File: config.mk
export PLATFORM = sky130hd
export DESIGN_NAME = plvs_dist
export DESIGN_NICKNAME = d
export VERILOG_FILES = /design/src/hdl/plvs_pkg.sv /design/src/hdl/plvs_dist.sv
export SDC_FILE = /design/constraint.sdc
export NUM_CORES = 2
export LEC_CHECK = 0
export BUFFER_PORTS_ARGS = -buffer_cell sky130_fd_sc_hd__buf_2
export CAP_MARGIN = 20
export CORE_MARGIN = 2
export CORE_UTILIZATION = 59
export DETAILED_ROUTE_END_ITERATION = 6
export GPL_ROUTABILITY_DRIVEN = 0
export PLACE_DENSITY = 0.73
export SLEW_MARGIN = 5
export SYNTH_ARGS = -nofsm -noshare
export SYNTH_HDL_FRONTEND = slang
export SYNTH_SLANG_ARGS = --single-unit
File: constraint.sdc
create_clock -name i_clk -period 17.5 [get_ports i_clk]
set_input_delay 3.5 -clock i_clk [delete_from_list [all_inputs] [get_ports i_clk]]
set_output_delay 3.5 -clock i_clk [all_outputs]
set_load 0.01 [all_outputs]
File: src/hdl/plvs_pkg.sv
// Package for the point light vertex shader: payload and configuration types,
// widths, pipeline stage numbering, register map and the channel shading function.
// No dependencies.
`timescale 1ns / 1ps

package plvs_pkg;

    // Field widths.
    localparam int PT_W     = 16;            // pixel coordinate
    localparam int CH_W     = 8;             // one colour channel
    localparam int RAD_W    = 15;            // light radius
    localparam int COLOR_W  = 3 * CH_W;      // packed light colour

    // Squared distance: |dx|^2 + 4*|dy|^2 needs 35 bits, padded to an even count.
    localparam int D2_W       = 2 * PT_W + 4;
    localparam int ROOT_STEPS = D2_W / 2;    // one root bit per stage
    localparam int DIST_W     = ROOT_STEPS;
    localparam int REM_W      = DIST_W + 2;
    localparam int PROD_W     = RAD_W + CH_W;
    localparam int DIV_STEPS  = CH_W;        // quotient never exceeds one channel

    // Pipeline stage numbering.
    localparam int ST_SQ    = 0;
    localparam int ST_SUM   = 1;
    localparam int ST_ROOT0 = 2;
    localparam int ST_MUL   = ST_ROOT0 + ROOT_STEPS;
    localparam int ST_DIV0  = ST_MUL + 1;
    localparam int ST_LAST  = ST_DIV0 + DIV_STEPS - 1;
    localparam int N_ST     = ST_LAST + 1;

    // Register map.
    localparam int APB_W     = 32;
    localparam int PADDR_W   = 5;
    localparam int REG_IDX_W = PADDR_W - 2;

    localparam logic [REG_IDX_W-1:0] REG_LIGHT_X      = 3'd0;
    localparam logic [REG_IDX_W-1:0] REG_LIGHT_Y      = 3'd1;
    localparam logic [REG_IDX_W-1:0] REG_LIGHT_RADIUS = 3'd2;
    localparam logic [REG_IDX_W-1:0] REG_LIGHT_COLOR  = 3'd3;
    localparam logic [REG_IDX_W-1:0] REG_ISOMETRIC    = 3'd4;
    localparam logic [REG_IDX_W-1:0] REG_LIGHT_ON     = 3'd5;

    typedef struct packed {
        logic signed [PT_W-1:0] point_x;
        logic signed [PT_W-1:0] point_y;
        logic [CH_W-1:0]        vertex_red;
        logic [CH_W-1:0]        vertex_green;
        logic [CH_W-1:0]        vertex_blue;
        logic [CH_W-1:0]        base_red;
        logic [CH_W-1:0]        base_green;
        logic [CH_W-1:0]        base_blue;
    } t_in;

    typedef struct packed {
        logic [CH_W-1:0] out_red;
        logic [CH_W-1:0] out_green;
        logic [CH_W-1:0] out_blue;
        logic            inside_light;
    } t_out;

    typedef struct packed {
        logic signed [PT_W-1:0] light_x;
        logic signed [PT_W-1:0] light_y;
        logic [RAD_W-1:0]       light_radius;
        logic [COLOR_W-1:0]     light_color;
        logic                   isometric_mode;
        logic                   light_on;
    } t_cfg;

    // Per-request data that travels alongside the arithmetic.
    typedef struct packed {
        logic [CH_W-1:0] vert_r;
        logic [CH_W-1:0] vert_g;
        logic [CH_W-1:0] vert_b;
        logic [CH_W-1:0] base_r;
        logic [CH_W-1:0] base_g;
        logic [CH_W-1:0] base_b;
        logic            lit;
    } t_side;

    // Light level less the fall-off, floored at zero, then raised to the vertex level.
    function automatic logic [CH_W-1:0] f_shade(input logic [CH_W-1:0] light,
                                                input logic [CH_W-1:0] quot,
                                                input logic [CH_W-1:0] vert);
        logic [CH_W:0]   diff;
        logic [CH_W-1:0] clamped;
        diff    = {1'b0, light} - {1'b0, quot};
        clamped = diff[CH_W] ? '0 : diff[CH_W-1:0];
        return (clamped < vert) ? vert : clamped;
    endfunction

endpackage

File: src/hdl/plvs_dist.sv
// Distance pipeline: squared offsets, their weighted sum and a one-bit-per-stage
// integer square root. Depends on plvs_pkg.
`timescale 1ns / 1ps

module plvs_dist (
    input  logic                           i_clk,
    input  logic                           i_en,
    input  plvs_pkg::t_cfg                 i_cfg,
    input  logic signed [plvs_pkg::PT_W-1:0] i_point_x,
    input  logic signed [plvs_pkg::PT_W-1:0] i_point_y,
    output logic [plvs_pkg::DIST_W-1:0]    o_dist
);
    import plvs_pkg::*;

    logic [PT_W:0]       w_dx;
    logic [PT_W:0]       w_dy;
    logic [PT_W-1:0]     w_ux;
    logic [PT_W-1:0]     w_uy;
    logic [2*PT_W-1:0]   r_ux2;
    logic [2*PT_W-1:0]   r_uy2;
    logic [D2_W-2:0]     w_sum;
    logic [D2_W-1:0]     r_d2;

    logic [REM_W-1:0]    r_rem  [ROOT_STEPS];
    logic [DIST_W-1:0]   r_root [ROOT_STEPS];
    logic [D2_W-1:0]     r_bits [ROOT_STEPS];

    // Offsets span 17 bits; their magnitudes fit in 16.
    always_comb begin
        w_dx = {i_cfg.light_x[PT_W-1], i_cfg.light_x} - {i_point_x[PT_W-1], i_point_x};
        w_dy = {i_cfg.light_y[PT_W-1], i_cfg.light_y} - {i_point_y[PT_W-1], i_point_y};
        w_ux = w_dx[PT_W] ? PT_W'(-w_dx) : w_dx[PT_W-1:0];
        w_uy = w_dy[PT_W] ? PT_W'(-w_dy) : w_dy[PT_W-1:0];
        w_sum = {3'b000, r_ux2}
              + (i_cfg.isometric_mode ? {1'b0, r_uy2, 2'b00} : {3'b000, r_uy2});
    end

    always_ff @(posedge i_clk) begin
        if (i_en) begin
            r_ux2 <= w_ux * w_ux;
            r_uy2 <= w_uy * w_uy;
            r_d2  <= {1'b0, w_sum};
        end
    end

    genvar j;
    for (j = 0; j < ROOT_STEPS; j++) begin : g_root
        logic [REM_W-1:0]  w_rem_in;
        logic [DIST_W-1:0] w_root_in;
        logic [D2_W-1:0]   w_bits_in;
        logic [REM_W+1:0]  w_shift;
        logic [REM_W+1:0]  w_trial;
        logic [REM_W+1:0]  w_left;

        if (j == 0) begin : g_first
            assign w_rem_in  = '0;
            assign w_root_in = '0;
            assign w_bits_in = r_d2;
        end else begin : g_next
            assign w_rem_in  = r_rem[j-1];
            assign w_root_in = r_root[j-1];
            assign w_bits_in = r_bits[j-1];
        end

        always_comb begin
            w_shift = {w_rem_in, w_bits_in[D2_W-1 -: 2]};
            w_trial = {2'b00, w_root_in, 2'b01};
            w_left  = w_shift - w_trial;
        end

        always_ff @(posedge i_clk) begin
            if (i_en) begin
                if (w_shift >= w_trial) begin
                    r_rem[j]  <= w_left[REM_W-1:0];
                    r_root[j] <= {w_root_in[DIST_W-2:0], 1'b1};
                end else begin
                    r_rem[j]  <= w_shift[REM_W-1:0];
                    r_root[j] <= {w_root_in[DIST_W-2:0], 1'b0};
                end
                r_bits[j] <= {w_bits_in[D2_W-3:0], 2'b00};
            end
        end
    end

    assign o_dist = r_root[ROOT_STEPS-1];

endmodule

---- After elaboration in Yosys (flattened, before gate mapping) ----
Memory sizes are Yosys's and may differ from the RTL's.
Cells that the tools add are included.
operators by class
  $lt $le $gt $ge ......................... 18
  multiplexer cells ....................... 149
  $mul .................................... 2
  bitwise logic cells ..................... 36
  $add $sub $neg .......................... 23
operators by type and width
  cell                                              number
  >= comparator 22 x 20 -> 1 bit                    17
  2-to-1 mux 20 bit                                 18
  subtractor 20 bit                                 17
  2-to-1 mux 18 bit                                 18
  2-to-1 mux 1 bit                                  110
  multiplier 16 x 16 -> 32 bit                      2
  OR 1 bit                                          36
  adder 32 x 34 -> 35 bit                           1
  2-to-1 mux 34 bit                                 1
  subtractor 16 x 16 -> 17 bit                      2
  2-to-1 mux 16 bit                                 2
  negator 16 bit                                    2
  subtractor 1 x 1 -> 2 bit, second input constant  1
  >= comparator 1 bit, second input constant        1
word-level totals
  memories kept ........................... 3
  input bits .............................. 107
  register bits ........................... 99
  RAM bits ................................ 1296
memories
  name    words  bits a word  read ports  clocked after memory_dff  write ports  RTL line         RTL
  r_bits  18     34           17          0                         18           plvs_dist.sv:26  logic [D2_W-1:0] r_bits [ROOT_STEPS];
  r_rem   18     20           17          0                         18           plvs_dist.sv:24  logic [REM_W-1:0] r_rem [ROOT_STEPS];
  r_root  18     18           18          0                         18           plvs_dist.sv:25  logic [DIST_W-1:0] r_root [ROOT_STEPS];

---- Longest topological paths before layout ----
An unclocked memory read counts as a cell.
  depth in word-level cells ............... 6
  mapped depth ............................ 42

---- Least setup slack after synthesis ----
No wires, ideal clock.
  path type ............................... input port to flip-flop
  start ................................... input i_cfg[41] (netlist name)
  end ..................................... register r_uy2[30], data pin
  path slack .............................. 4957 ps
  path buffers ............................ 2
  stages on the path ...................... 39
  data arrival time ....................... 12285 ps
  cells stage by stage .................... inv_1 -> ha_1 -> inv_1 -> fa_1 -> a21o_1 -> a221oi_2 -> o211ai_2 -> a211o_1 -> a21o_1 -> a21o_1 -> o21ai_1 -> buf_2 -> nand2_1 -> xor2_1 -> clkbuf_1 -> nor2_1 -> fa_1 -> inv_1 -> [3 not listed] -> fa_1 -> fa_1 -> inv_1 -> fa_1 -> inv_1 -> ha_1 -> a21o_1 -> a21o_1 -> a21oi_1 -> nor2_1 -> nor3b_1 -> a21oi_1 -> o41ai_1 -> o41ai_1 -> nor3_1 -> o21ai_0 -> a21oi_1 -> xnor2_1
on the way
  cells in the longest elaborated chain, start to end .. 4
ends and longest elaborated chain
  item                            RTL line         RTL
  from (decl)                     plvs_dist.sv:8   input plvs_pkg::t_cfg i_cfg,
  subtractor 16 x 16 -> 17 bit *  plvs_dist.sv:31  w_dy = {i_cfg.light_y[PT_W-1], i_cfg.light_y} - {i_point_y[PT_W-1], i_point_y};
  negator 16 bit                  plvs_dist.sv:33  w_uy = w_dy[PT_W] ? PT_W'(-w_dy) : w_dy[PT_W-1:0];
  2-to-1 mux 16 bit *             plvs_dist.sv:33
  multiplier 16 x 16 -> 32 bit *  plvs_dist.sv:41  r_uy2 <= w_uy * w_uy;
  to (signal assigned)            plvs_dist.sv:41
  to (decl)                       plvs_dist.sv:20  logic [2*PT_W-1:0] r_uy2;
Mark *: on every way between the ends. The rest lies on a longest branch, timed or not.
A chain may end at the register's enable or synchronous reset.

---- Worst setup path in the final report ----
Same ends and word-level chain as after synthesis.

==> metrics.yaml <==
critPathRequiredTime_ns: 17.86
dieHeight_um: 313
min_to: "r_bits[2][22]$_DFFE_PP_"
drcViolationCount: 1
cts_made_buffers: 89
setup_ws_ns: 3.79
clock-root-buffer: "clkbuf_16"
worstSetupPathType: "in2reg"
grt_pass1_wl_um: 166000
synth-seq-area-share_pct: 47.1
r2r_cells: 16
hold_class: "reg2reg"
layout_commonest_cell: "edfxtp_1"
crit_path_start_kind: "input port"
max_freq_mhz: 72.9
drt-pass1-iter-count: 7
rsz0062_at_grt: "no"
layout-drive-gt1-share_pct: 7.43
ys_ff_latch: 885
nets: 5937
cts_tree: "done"
yosysTopAreaCell: "edfxtp_1"
io_pins: 125
wl_per_cell_um: 15.5
syn_area_per_cell_um2: 11.5
critPathMaxFanout: 16
cts_resized: 0
hold_viol_final: 0
place_hpwl_um: 75400
final_cell_mix: "884 x edfxtp_1, 795 x inv_1, 447 x ha_1"
start_util_pct: 59.5
antenna_found_initial: 0
violations: "design-rule violations"
crit_path_max_incr_delay_ns: 0.75
min_period_over_period_pct: 78.3
synth_area_leaders: "edfxtp_1 47%, fa_1 12%, ha_1 9.9%"
ant_nets: 0
synth.distinct_cells: 84
clkTransAtPathRegs_ns: 0.06
slowest_stage: "o21ai_1"
multi_input_area_um2: 26500
insertion_delay_ns: 0.65
syn_area_um2: 56400
r2r-end: "g_root[0].w_bits_in[34]$_DFFE_PP_"
syn_nets: 5811
worst_hold_path.num_cells: 0
slew_headroom_pct: 23.1
first_iter_violations: 1991
register_area_um2: 26600
grt_max_degree: 181
grt_usage_pct: 20.7
dr_total_vias: 34600
min_from: "r_bits[1][20]$_DFFE_PP_"
cp.arrival_ns: 14.07
async_reset_ff_share_pct: 0
worstReg2RegStart: "r_uy2[2]$_DFFE_PP_"
grt-ovfl-total: 0
row_count: 113
synthFlopType: "edfxtp_1"
wl_um: 98800
core_um2: 94900
worst_pin_slew_ns: 1.12
grt_pass1_vias: 35500
r2r_slack_ns: 12.60
place_worst_setup_slack_ns: 3.37
synth.top_cell.area_share_pct: 47.1
cap_violations: 0
cts_sinks: 885
fin_tns_setup_ns: 0
die_w_um: 313
postCtsSetupBuffers: 0
syn_to_final_growth_pct: 9.16
cts-htree-levels: 3
io_buffers: 84
clock_path_buffers: 3
fillers: 7089
cp_common_cell: "fa_1"
synth_cells: 4926
holdBufCountCts: 0
clock_skew_ns: 0.0378
status: "finished, violations left"
end_kind: "flop"
yosys_warnings: 0
period_needed_ns: 13.71
setup_viol: 0
synth_edf_count: 884
slew_viol_final: 0
die_area_um2: 98100
viasPerCell: 5.41
## metal layers
| metal | up-vias | global-route usage, % | part of all wire, % |
|---|---|---|---|
| met5 | - | 0 | 0 |
| met4 | 0 | 7.69 | 3.6 |
| met3 | 227 | 2.83 | 3.7 |
| met2 | 610 | 39.4 | 54 |
| met1 | 16700 | 23.4 | 39 |
| li1 | 17100 | - | - |
## worst max path at each step
stage	start	end	slack, ns
global placement	i_cfg[41]	r_uy2[30]$_DFFE_PP_	3.58
floorplan	i_cfg[41]	r_uy2[30]$_DFFE_PP_	4.96
CTS	i_cfg[41]	r_uy2[30]$_DFFE_PP_	4.01
finish	i_cfg[41]	r_uy2[30]$_DFFE_PP_	3.79
global route	i_cfg[41]	r_uy2[30]$_DFFE_PP_	3.05
detailed placement	i_cfg[41]	r_uy2[30]$_DFFE_PP_	3.37
## cell families (layout without fill, tap and decap cells)
family                     Yosys count  after routing  synth area share, %
buffers and inverters              906           1107                 6.05
AOI/OAI and AO/OA                  759            759                 8.51
other                                0              1                    0
xor gates and xnor gates           377            377                 5.88
DFF                                885            885                 47.1
and+or+nand+nor                   1173           1173                 9.86
adders and majority gates          778            778                 21.7
muxes                               48             48                0.947
## final cells by class
| class | instances | share of cell area [%] |
|---|---|---|
| clock inverter | 56 | 1.16 |
| clock buffer | 110 | 3.83 |
| inverter | 811 | 4.94 |
| sequential | 885 | 43.1 |
| antenna | 1 | 0.00406 |
| multi-input combinational | 3135 | 43.0 |
| timing repair buffer | 130 | 1.38 |
| tap | 1265 | 2.57 |
## critical path: cells and delay by family
family / cells / cell delay (ns)
AO/OA/AOI/OAI: 15 / 4.20
XOR/XNOR: 2 / 0.82
adder cells (fa/ha/maj): 9 / 3.91
buffers and inverters: 7 / 0.87
AND/OR/NAND/NOR: 4 / 0.75
## synthesized netlist by cell type (30+ instances only)
cell type and instances:
nor2b_1 35, nand3_1 65, nor3_1 98, xor2_1 137, nand4_1 33, mux2_2 43, o21ai_0 166, and2_1 30
a21o_1 112, ha_1 447, nor2_1 370, xnor2_1 238, fa_1 331, inv_1 795, edfxtp_1 884, nand2b_1 69
nand2_1 306, a21oi_1 232, clkbuf_1 82, o21a_1 63
## flip-flops by register name, summed over array words and instances (netlist names)
name and cells:
g_root.w_bits_in 35, r_bits 306, r_rem 311, r_root 171, r_ux2 31, r_uy2 31
## stage by stage
| stage | instances | hold slack [ns] | instance area (um^2) | utilization (%) |
|---|---|---|---|---|
| after global placement | 6221 | 0.400 | 58400 | 61.6 |
| after detailed placement | 6222 | 0.405 | 58400 | 61.6 |
| after CTS | 6388 | 0.382 | 61500 | 64.8 |
| final | 6393 | 0.388 | 61600 | 64.9 |
| after global routing | 6392 | 0.406 | 61600 | 64.9 |
| after floorplan | 4926 | 0.400 | 56400 | - |
Power is not shown: default switching activity piles up to over one toggle a cycle in this logic, so the estimate is an artifact.
