===== config.mk =====
export PLATFORM = sky130hd
export DESIGN_NAME = plvs_lane
export DESIGN_NICKNAME = d
export VERILOG_FILES = /design/src/hdl/plvs_pkg.sv /design/src/hdl/plvs_lane.sv
export SDC_FILE = /design/constraint.sdc
export NUM_CORES = 1
export LEC_CHECK = 0
export ABC_AREA = 0
export BUFFER_PORTS_ARGS = -buffer_cell sky130_fd_sc_hd__buf_2
export CELL_PAD_IN_SITES_DETAIL_PLACEMENT = 0
export CELL_PAD_IN_SITES_GLOBAL_PLACEMENT = 1
export CORE_UTILIZATION = 54
export CTS_CLUSTER_SIZE = 28
export DETAILED_ROUTE_END_ITERATION = 7
export PLACE_DENSITY = 0.83
export SYNTH_ARGS = -nofsm -noshare
export SYNTH_HDL_FRONTEND = slang
export SYNTH_SLANG_ARGS = --single-unit

===== constraint.sdc =====
create_clock -name i_clk -period 21.9 [get_ports i_clk]
set_input_delay 3.285 -clock i_clk [delete_from_list [all_inputs] [get_ports i_clk]]
set_output_delay 3.285 -clock i_clk [all_outputs]
set_load 0.02 [all_outputs]

===== src/hdl/plvs_pkg.sv =====
// Package for the point light vertex shader: payload and configuration types,
// widths, pipeline stage numbering, register map and the channel shading function.
// No dependencies.
`timescale 1ns / 1ps

package plvs_pkg;

    // Field widths.
    localparam int PT_W     = 16;            // pixel coordinate
    localparam int CH_W     = 8;             // one colour channel
    localparam int RAD_W    = 15;            // light radius
    localparam int COLOR_W  = 3 * CH_W;      // packed light colour

    // Squared distance: |dx|^2 + 4*|dy|^2 needs 35 bits, padded to an even count.
    localparam int D2_W       = 2 * PT_W + 4;
    localparam int ROOT_STEPS = D2_W / 2;    // one root bit per stage
    localparam int DIST_W     = ROOT_STEPS;
    localparam int REM_W      = DIST_W + 2;
    localparam int PROD_W     = RAD_W + CH_W;
    localparam int DIV_STEPS  = CH_W;        // quotient never exceeds one channel

    // Pipeline stage numbering.
    localparam int ST_SQ    = 0;
    localparam int ST_SUM   = 1;
    localparam int ST_ROOT0 = 2;
    localparam int ST_MUL   = ST_ROOT0 + ROOT_STEPS;
    localparam int ST_DIV0  = ST_MUL + 1;
    localparam int ST_LAST  = ST_DIV0 + DIV_STEPS - 1;
    localparam int N_ST     = ST_LAST + 1;

    // Register map.
    localparam int APB_W     = 32;
    localparam int PADDR_W   = 5;
    localparam int REG_IDX_W = PADDR_W - 2;

    localparam logic [REG_IDX_W-1:0] REG_LIGHT_X      = 3'd0;
    localparam logic [REG_IDX_W-1:0] REG_LIGHT_Y      = 3'd1;
    localparam logic [REG_IDX_W-1:0] REG_LIGHT_RADIUS = 3'd2;
    localparam logic [REG_IDX_W-1:0] REG_LIGHT_COLOR  = 3'd3;
    localparam logic [REG_IDX_W-1:0] REG_ISOMETRIC    = 3'd4;
    localparam logic [REG_IDX_W-1:0] REG_LIGHT_ON     = 3'd5;

    typedef struct packed {
        logic signed [PT_W-1:0] point_x;
        logic signed [PT_W-1:0] point_y;
        logic [CH_W-1:0]        vertex_red;
        logic [CH_W-1:0]        vertex_green;
        logic [CH_W-1:0]        vertex_blue;
        logic [CH_W-1:0]        base_red;
        logic [CH_W-1:0]        base_green;
        logic [CH_W-1:0]        base_blue;
    } t_in;

    typedef struct packed {
        logic [CH_W-1:0] out_red;
        logic [CH_W-1:0] out_green;
        logic [CH_W-1:0] out_blue;
        logic            inside_light;
    } t_out;

    typedef struct packed {
        logic signed [PT_W-1:0] light_x;
        logic signed [PT_W-1:0] light_y;
        logic [RAD_W-1:0]       light_radius;
        logic [COLOR_W-1:0]     light_color;
        logic                   isometric_mode;
        logic                   light_on;
    } t_cfg;

    // Per-request data that travels alongside the arithmetic.
    typedef struct packed {
        logic [CH_W-1:0] vert_r;
        logic [CH_W-1:0] vert_g;
        logic [CH_W-1:0] vert_b;
        logic [CH_W-1:0] base_r;
        logic [CH_W-1:0] base_g;
        logic [CH_W-1:0] base_b;
        logic            lit;
    } t_side;

    // Light level less the fall-off, floored at zero, then raised to the vertex level.
    function automatic logic [CH_W-1:0] f_shade(input logic [CH_W-1:0] light,
                                                input logic [CH_W-1:0] quot,
                                                input logic [CH_W-1:0] vert);
        logic [CH_W:0]   diff;
        logic [CH_W-1:0] clamped;
        diff    = {1'b0, light} - {1'b0, quot};
        clamped = diff[CH_W] ? '0 : diff[CH_W-1:0];
        return (clamped < vert) ? vert : clamped;
    endfunction

endpackage


===== src/hdl/plvs_lane.sv =====
// One colour lane: fall-off product and an eight-stage restoring divider by the radius.
// Depends on plvs_pkg.
`timescale 1ns / 1ps

module plvs_lane (
    input  logic                          i_clk,
    input  logic                          i_en,
    input  logic [plvs_pkg::DIST_W-1:0]   i_dist,
    input  logic [plvs_pkg::CH_W-1:0]     i_light,
    input  logic [plvs_pkg::CH_W-1:0]     i_base,
    input  logic [plvs_pkg::RAD_W-1:0]    i_radius,
    output logic [plvs_pkg::CH_W-1:0]     o_quot
);
    import plvs_pkg::*;

    logic [CH_W-1:0]   w_diff;
    logic [PROD_W-1:0] r_prod;

    logic [RAD_W-1:0]  r_rem [DIV_STEPS];
    logic [CH_W-1:0]   r_lo  [DIV_STEPS];
    logic [CH_W-1:0]   r_q   [DIV_STEPS];

    assign w_diff = (i_light > i_base) ? (i_light - i_base) : (i_base - i_light);

    // Only a lit vertex uses the product, so the distance is below 2^15 there.
    always_ff @(posedge i_clk) begin
        if (i_en) begin
            r_prod <= i_dist[RAD_W-1:0] * w_diff;
        end
    end

    genvar i;
    for (i = 0; i < DIV_STEPS; i++) begin : g_div
        logic [RAD_W-1:0] w_rem_in;
        logic [CH_W-1:0]  w_lo_in;
        logic [CH_W-1:0]  w_q_in;
        logic [RAD_W:0]   w_trial;
        logic [RAD_W:0]   w_left;

        if (i == 0) begin : g_first
            assign w_rem_in = r_prod[PROD_W-1 -: RAD_W];
            assign w_lo_in  = r_prod[CH_W-1:0];
            assign w_q_in   = '0;
        end else begin : g_next
            assign w_rem_in = r_rem[i-1];
            assign w_lo_in  = r_lo[i-1];
            assign w_q_in   = r_q[i-1];
        end

        always_comb begin
            w_trial = {w_rem_in, w_lo_in[CH_W-1]};
            w_left  = w_trial - {1'b0, i_radius};
        end

        always_ff @(posedge i_clk) begin
            if (i_en) begin
                if (w_trial >= {1'b0, i_radius}) begin
                    r_rem[i] <= w_left[RAD_W-1:0];
                    r_q[i]   <= {w_q_in[CH_W-2:0], 1'b1};
                end else begin
                    r_rem[i] <= w_trial[RAD_W-1:0];
                    r_q[i]   <= {w_q_in[CH_W-2:0], 1'b0};
                end
                r_lo[i] <= {w_lo_in[CH_W-2:0], 1'b0};
            end
        end
    end

    assign o_quot = r_q[DIV_STEPS-1];

endmodule


[Word level (Yosys, flattened, before mapping)]
Memories as Yosys holds them, arrays and structs flattened.
Cells that the tools add are included.
Word-level totals
  memories kept: 3
  bits in writable memories: 240
  output and inout bits: 8
  bits in registers: 23
  ROM bits: 0
  bits in latches: 0
  input port bits: 51
Cells by class
  order comparisons: 9
  multiplexer cells: 67
  shifts and indexed selects: 0
  multiply operators: 1
  div/mod/pow operators: 0
  bitwise gates (word level): 16
  equal/unequal tests: 0
  reduce and logical (&&, ||, !) cells: 0
  add/subtract/negate cells: 10
Memories
  r_rem: depth 8, width 15, read ports 7, clocked after Yosys merged registers in 0, write ports 8, RTL line plvs_lane.sv:19  | logic [RAD_W-1:0] r_rem [DIV_STEPS];
  r_q: depth 8, width 8, read ports 8, clocked after Yosys merged registers in 0, write ports 8, RTL line plvs_lane.sv:21  | logic [CH_W-1:0] r_q [DIV_STEPS];
  r_lo: depth 8, width 7, read ports 7, clocked after Yosys merged registers in 0, write ports 8, RTL line plvs_lane.sv:20  | logic [CH_W-1:0] r_lo [DIV_STEPS];
Operators with widths (number)
  16-bit by 15-bit >= comparator with 1-bit output: 8
  15-bit two-way mux: 8
  15-bit subtractor: 8
  8-bit two-way mux: 9
  1-bit two-way mux: 50
  15-bit by 8-bit multiplier with 23-bit output: 1
  1-bit bitwise OR: 16
  8-bit subtractor: 2
  8-bit greater-than comparator: 1

[Depth between registers and ports, before layout]
An unclocked memory read counts as a cell.
  word-level depth: 6
  depth in mapped cells: 30

[Worst setup path after synthesis]
OpenSTA, ideal clock, no wires.
  kind: in2reg
  from: in i_light[0] in the netlist's numbering
  to: reg r_prod[20], data pin
  library setup time: 0.285 ns
  path slack: 12.095 ns
  data arrival time: 9.520 ns
  path buffers: 2
  stages on the path: 26
  path through: inv_1 > ha_1 > inv_1 > fa_1 > a21o_1 > a21o_2 > a21o_1 > a21oi_4 > o21a_2 > buf_6 > buf_4 > nor3_1 > or4_1 > fa_1 > fa_1 > fa_1 > inv_1 > fa_1 > inv_1 > ha_1 > o21ai_0 > nor3_1 > a221oi_1 > o21ai_0 > o31ai_1 > o311ai_0
On the way
  cells in the longest elaborated chain, start to end: 3
RTL lines
  from (decl): RTL line plvs_lane.sv:9  | input logic [plvs_pkg::CH_W-1:0] i_light,
  8-bit subtractor / 8-bit greater-than comparator (equally long branches): RTL line plvs_lane.sv:23  | assign w_diff = (i_light > i_base) ? (i_light - i_base) : (i_base - i_light);
  8-bit two-way mux *: RTL line plvs_lane.sv:23
  15-bit by 8-bit multiplier with 23-bit output *: RTL line plvs_lane.sv:28  | r_prod <= i_dist[RAD_W-1:0] * w_diff;
  to (signal assigned): RTL line plvs_lane.sv:28
  to (decl): RTL line plvs_lane.sv:17  | logic [PROD_W-1:0] r_prod;
Mark *: on every way between the ends. The rest lies on a longest branch, timed or not.
A chain may end at the register's enable or synchronous reset.

[Worst setup path in the final report]
Same ends and word-level chain as after synthesis.

==> flow_metrics.py <==
metrics = {
    "setup_path": {
        "rrSetupSlack_ns": 18.45,
        "timing.critical_path.from_type": "primary input",
        "timing.setup.critical_path_class": "in -> reg",
        "top_delay_family_on_crit_path": "compound AO/OA/AOI/OAI gates",
        "r2r_end": "r_rem[0][12]",
        "r2r-start": "r_prod[9]",
        "crit_path_frequent_cell": "sky130_fd_sc_hd__fa_1",
        "worstPathBufferInverterCount": 6,
        "critical_path_peak_fanout": 73,
        "critical-path-slowest-cell": "sky130_fd_sc_hd__o31ai_1",
        "worst_path_largest_cell_delay_ns": 0.65,
        "worst_ep_required_time_ns": 22.05,
        "timing.critical_path.to_type": "register",
        "arrival_ns": 11.53,
        "reg2regPathDepth": 8,
        "worstSetupStartpoint": "i_light[0]",
    },
    "clock_tree": {
        "cts_setup_buffers": 0,
        "hold_buffers": 0,
        "max_clock_buf_depth": 2,
        "clock_tree_from_tritoncts": "done",
        "clockRootBuffer": "sky130_fd_sc_hd__clkbuf_16",
        "cts_repair_resize_count": 0,
        "clock_insertion_delay_worst_skew_ns": 0.45,
        "clkSinkCount": 192,
        "cts-buffers-inserted": 17,
        "path_clk_slew_ns": 0.07,
        "h-tree-depth": 4,
    },
    "routing": {
        "routedWlPerCell_microns": 17.1,
        "avgViaCountPerCell": 5.96,
        "detail-route-antenna-nets": 0,
        "drt_first_iter_violations": 702,
        "drc": 0,
        "route.final.wire_length_microns": 41700,
        "num_vias": 14500,
        "detail_route.first_pass.iterations": 5,
    },
    "cells_and_area": {
        "number_of_diodes_added_for_antenna_fixing": 0,
        "drive_above_1_share": 0.0760,
        "syn_to_final_growth_pct": 6.02,
        "finish.net_count": 2291,
        "postLayoutCellArea_sq_um": 19600,
    },
    "timing": {
        "max_freq_ghz": 0.0879,
        "final_cycle_utilization_of_the_critical_path": 0.520,
        "timing_max_transition_violations_final": 0,
        "slew_headroom": 0.206,
        "setup-violations-final": 0,
        "timing.hold.ws_ns": 0.420,
        "post-route-min-period_ns": 11.38,
        "grt_setup_unrepaired": "false",
        "tightestPinTransition_ns": 1.18,
        "final.setup.worst_slack_ns": 10.52,
        "hold_violations": 0,
        "clock_skew_ns": 0.0113,
        "timing.setup.tns_ns": 0,
    },
    "synthesis": {
        "yosys.cell_types.count": 76,
        "synth_enable_flop_cells": 191,
        "synthCells": 1989,
        "synthesis.yosys.warnings": 0,
        "yosys.area.top_type_share": 0.310,
        "yosysSeqAreaShare": 0.311,
        "synth.cell_area_sq_um": 18500,
        "ys_top_cells_by_area": "sky130_fd_sc_hd__edfxtp_1 (31%), sky130_fd_sc_hd__ha_1 (12%), sky130_fd_sc_hd__fa_1 (9.4%)",
        "avg_inst_size_synth_sq_um": 9.31,
        "ys_dominant_reg_cell": "sky130_fd_sc_hd__edfxtp_1",
        "syn_nets": 2305,
        "synthDominantAreaCellType": "sky130_fd_sc_hd__edfxtp_1",
        "synth-async-reset-ratio": 0,
        "synth-seq-cells": 192,
    },
    "hold_path": {
        "worst_hold_endpoint": "r_q[1][22]",
        "worst_hold_path.num_cells": 0,
        "worst_hold_startpoint": "r_q[1][13]",
        "hold_path_class": "reg -> reg",
    },
    "grt": {
        "antenna_found_initial": 0,
        "grt_max_degree": 79,
        "globalRoute.totalOverflow": 0,
        "grt_pass1_vias": 14400,
        "grt_use_total": 0.246,
        "grt_first_pass_wirelength_microns": 70600,
    },
    "placement": {
        "dp_area_sq_um": 19000,
        "gp_congestion": 0.830,
        "placement.io_buffers": 55,
        "hpwlAfterDp_microns": 31700,
        "preCtsSetupSlack_ns": 10.06,
    },
    "floorplan": {
        "design.die.area_sq_um": 35000,
        "start_util": 0.551,
        "rows": 67,
        "chipWidth_microns": 187,
        "io_pins": 59,
        "core-area_sq_um": 33600,
        "fp.dieH_microns": 187,
    },
    "power": {
        "power_per_cell_area_nw_per_um2": 153,
        "power.total_mw": 3.01,
        "vdd_ir_drop_max_mv": 0.0740,
        "static-leakage-power_nw": 8.27,
    },
    "job": {
        "drv.max_cap_violation_count": 0,
    },
    "outcome": {
        "outcome": "completed",
    },
}
==> report_power, final <==
| group | internal (mW) | switching [mW] |
|---|---|---|
| Clock | 0.153 | 0.156 |
| Combinational | 0.861 | 1.10 |
| Sequential | 0.672 | 0.0733 |
| Total | 1.69 | 1.32 |
==> cell type report <==
type                            instances  area, sq um
Inverter                              181          679
Tap cell                              448          561
Timing Repair Buffer                   68          382
Fill cell                            2961        14000
Clock buffer                           17          425
Multi-Input combinational cell       1515        11700
Clock inverter                         15          163
Sequential cell                       192         5760
==> routing by layer <==
metal / vias to the layer above / global-route usage / part of all wire
li1: 7158 / - / -
met2: 258 / 0.448 / 0.51
met4: 0 / 0.0662 / 0.015
met1: 7055 / 0.308 / 0.44
met3: 45 / 0.0276 / 0.030
met5: - / 0 / 0
==> synth_stat cells, drive strengths merged, types with 40 or more instances <==
master / n
a21o: 40
a21oi: 88
clkbuf: 72
edfxtp: 191
fa: 87
ha: 178
inv: 180
nand2: 166
nand4: 52
nor2: 119
nor2b: 69
nor3: 80
o21ai: 117
xnor2: 54
==> stage by stage <==
stage,cells,util
5_1_grt,2436,0.584
3_5_place_dp,2404,0.567
4_1_cts,2436,0.584
3_3_place_gp,2404,0.567
2_1_floorplan,1989,-
6_report,2436,0.584
==> worst max-delay path by stage <==
stage,to,slack (ns),cells past startpoint
global route,r_prod[20],10.02,27
CTS,r_prod[20],10.50,27
global placement,r_prod[20],10.12,27
floorplan,r_prod[20],12.10,26
finish,r_prod[20],10.52,26
detailed placement,r_prod[20],10.06,27
==> flip-flops by register name, summed over array words and instances, names as in the netlist <==
register  count
r_rem       105
r_q          36
r_lo         28
r_prod       23
==> cells by family after synthesis <==
| kind of cell | after synthesis | synth area share |
|---|---|---|
| and+or+nand+nor | 692 | 0.197 |
| xor gates and xnor gates | 80 | 0.0378 |
| AOI/OAI and AO/OA | 434 | 0.154 |
| muxes | 44 | 0.0261 |
| buffers and inverters | 282 | 0.0595 |
| adders and majority gates | 265 | 0.214 |
| DFF | 192 | 0.311 |
==> placed cells by master, fill, tap and decap left out, types with 9 or more instances in the layout <==
master,instances
sky130_fd_sc_hd__a211oi_1,16
sky130_fd_sc_hd__a21boi_0,17
sky130_fd_sc_hd__a21o_1,39
sky130_fd_sc_hd__a21oi_1,86
sky130_fd_sc_hd__a31oi_1,10
sky130_fd_sc_hd__and2_1,28
sky130_fd_sc_hd__and3_1,11
sky130_fd_sc_hd__and4_1,10
sky130_fd_sc_hd__buf_2,54
sky130_fd_sc_hd__buf_4,13
sky130_fd_sc_hd__clkbuf_16,17
sky130_fd_sc_hd__edfxtp_1,191
sky130_fd_sc_hd__fa_1,87
sky130_fd_sc_hd__ha_1,178
sky130_fd_sc_hd__inv_1,179
sky130_fd_sc_hd__mux2_2,35
sky130_fd_sc_hd__mux2i_1,9
sky130_fd_sc_hd__nand2_1,166
sky130_fd_sc_hd__nand2b_1,28
sky130_fd_sc_hd__nand3_1,36
sky130_fd_sc_hd__nand3b_1,10
sky130_fd_sc_hd__nand4_1,52
sky130_fd_sc_hd__nand4b_1,32
sky130_fd_sc_hd__nor2_1,119
sky130_fd_sc_hd__nor2b_1,69
sky130_fd_sc_hd__nor3_1,80
sky130_fd_sc_hd__nor3b_1,10
sky130_fd_sc_hd__o211ai_1,27
sky130_fd_sc_hd__o21a_1,25
sky130_fd_sc_hd__o21ai_0,114
sky130_fd_sc_hd__o21bai_1,10
sky130_fd_sc_hd__o311ai_0,13
sky130_fd_sc_hd__o31ai_1,13
sky130_fd_sc_hd__or4_1,14
sky130_fd_sc_hd__xnor2_1,54
sky130_fd_sc_hd__xor2_1,26
No activity file was read; power rests on OpenSTA's default activity.
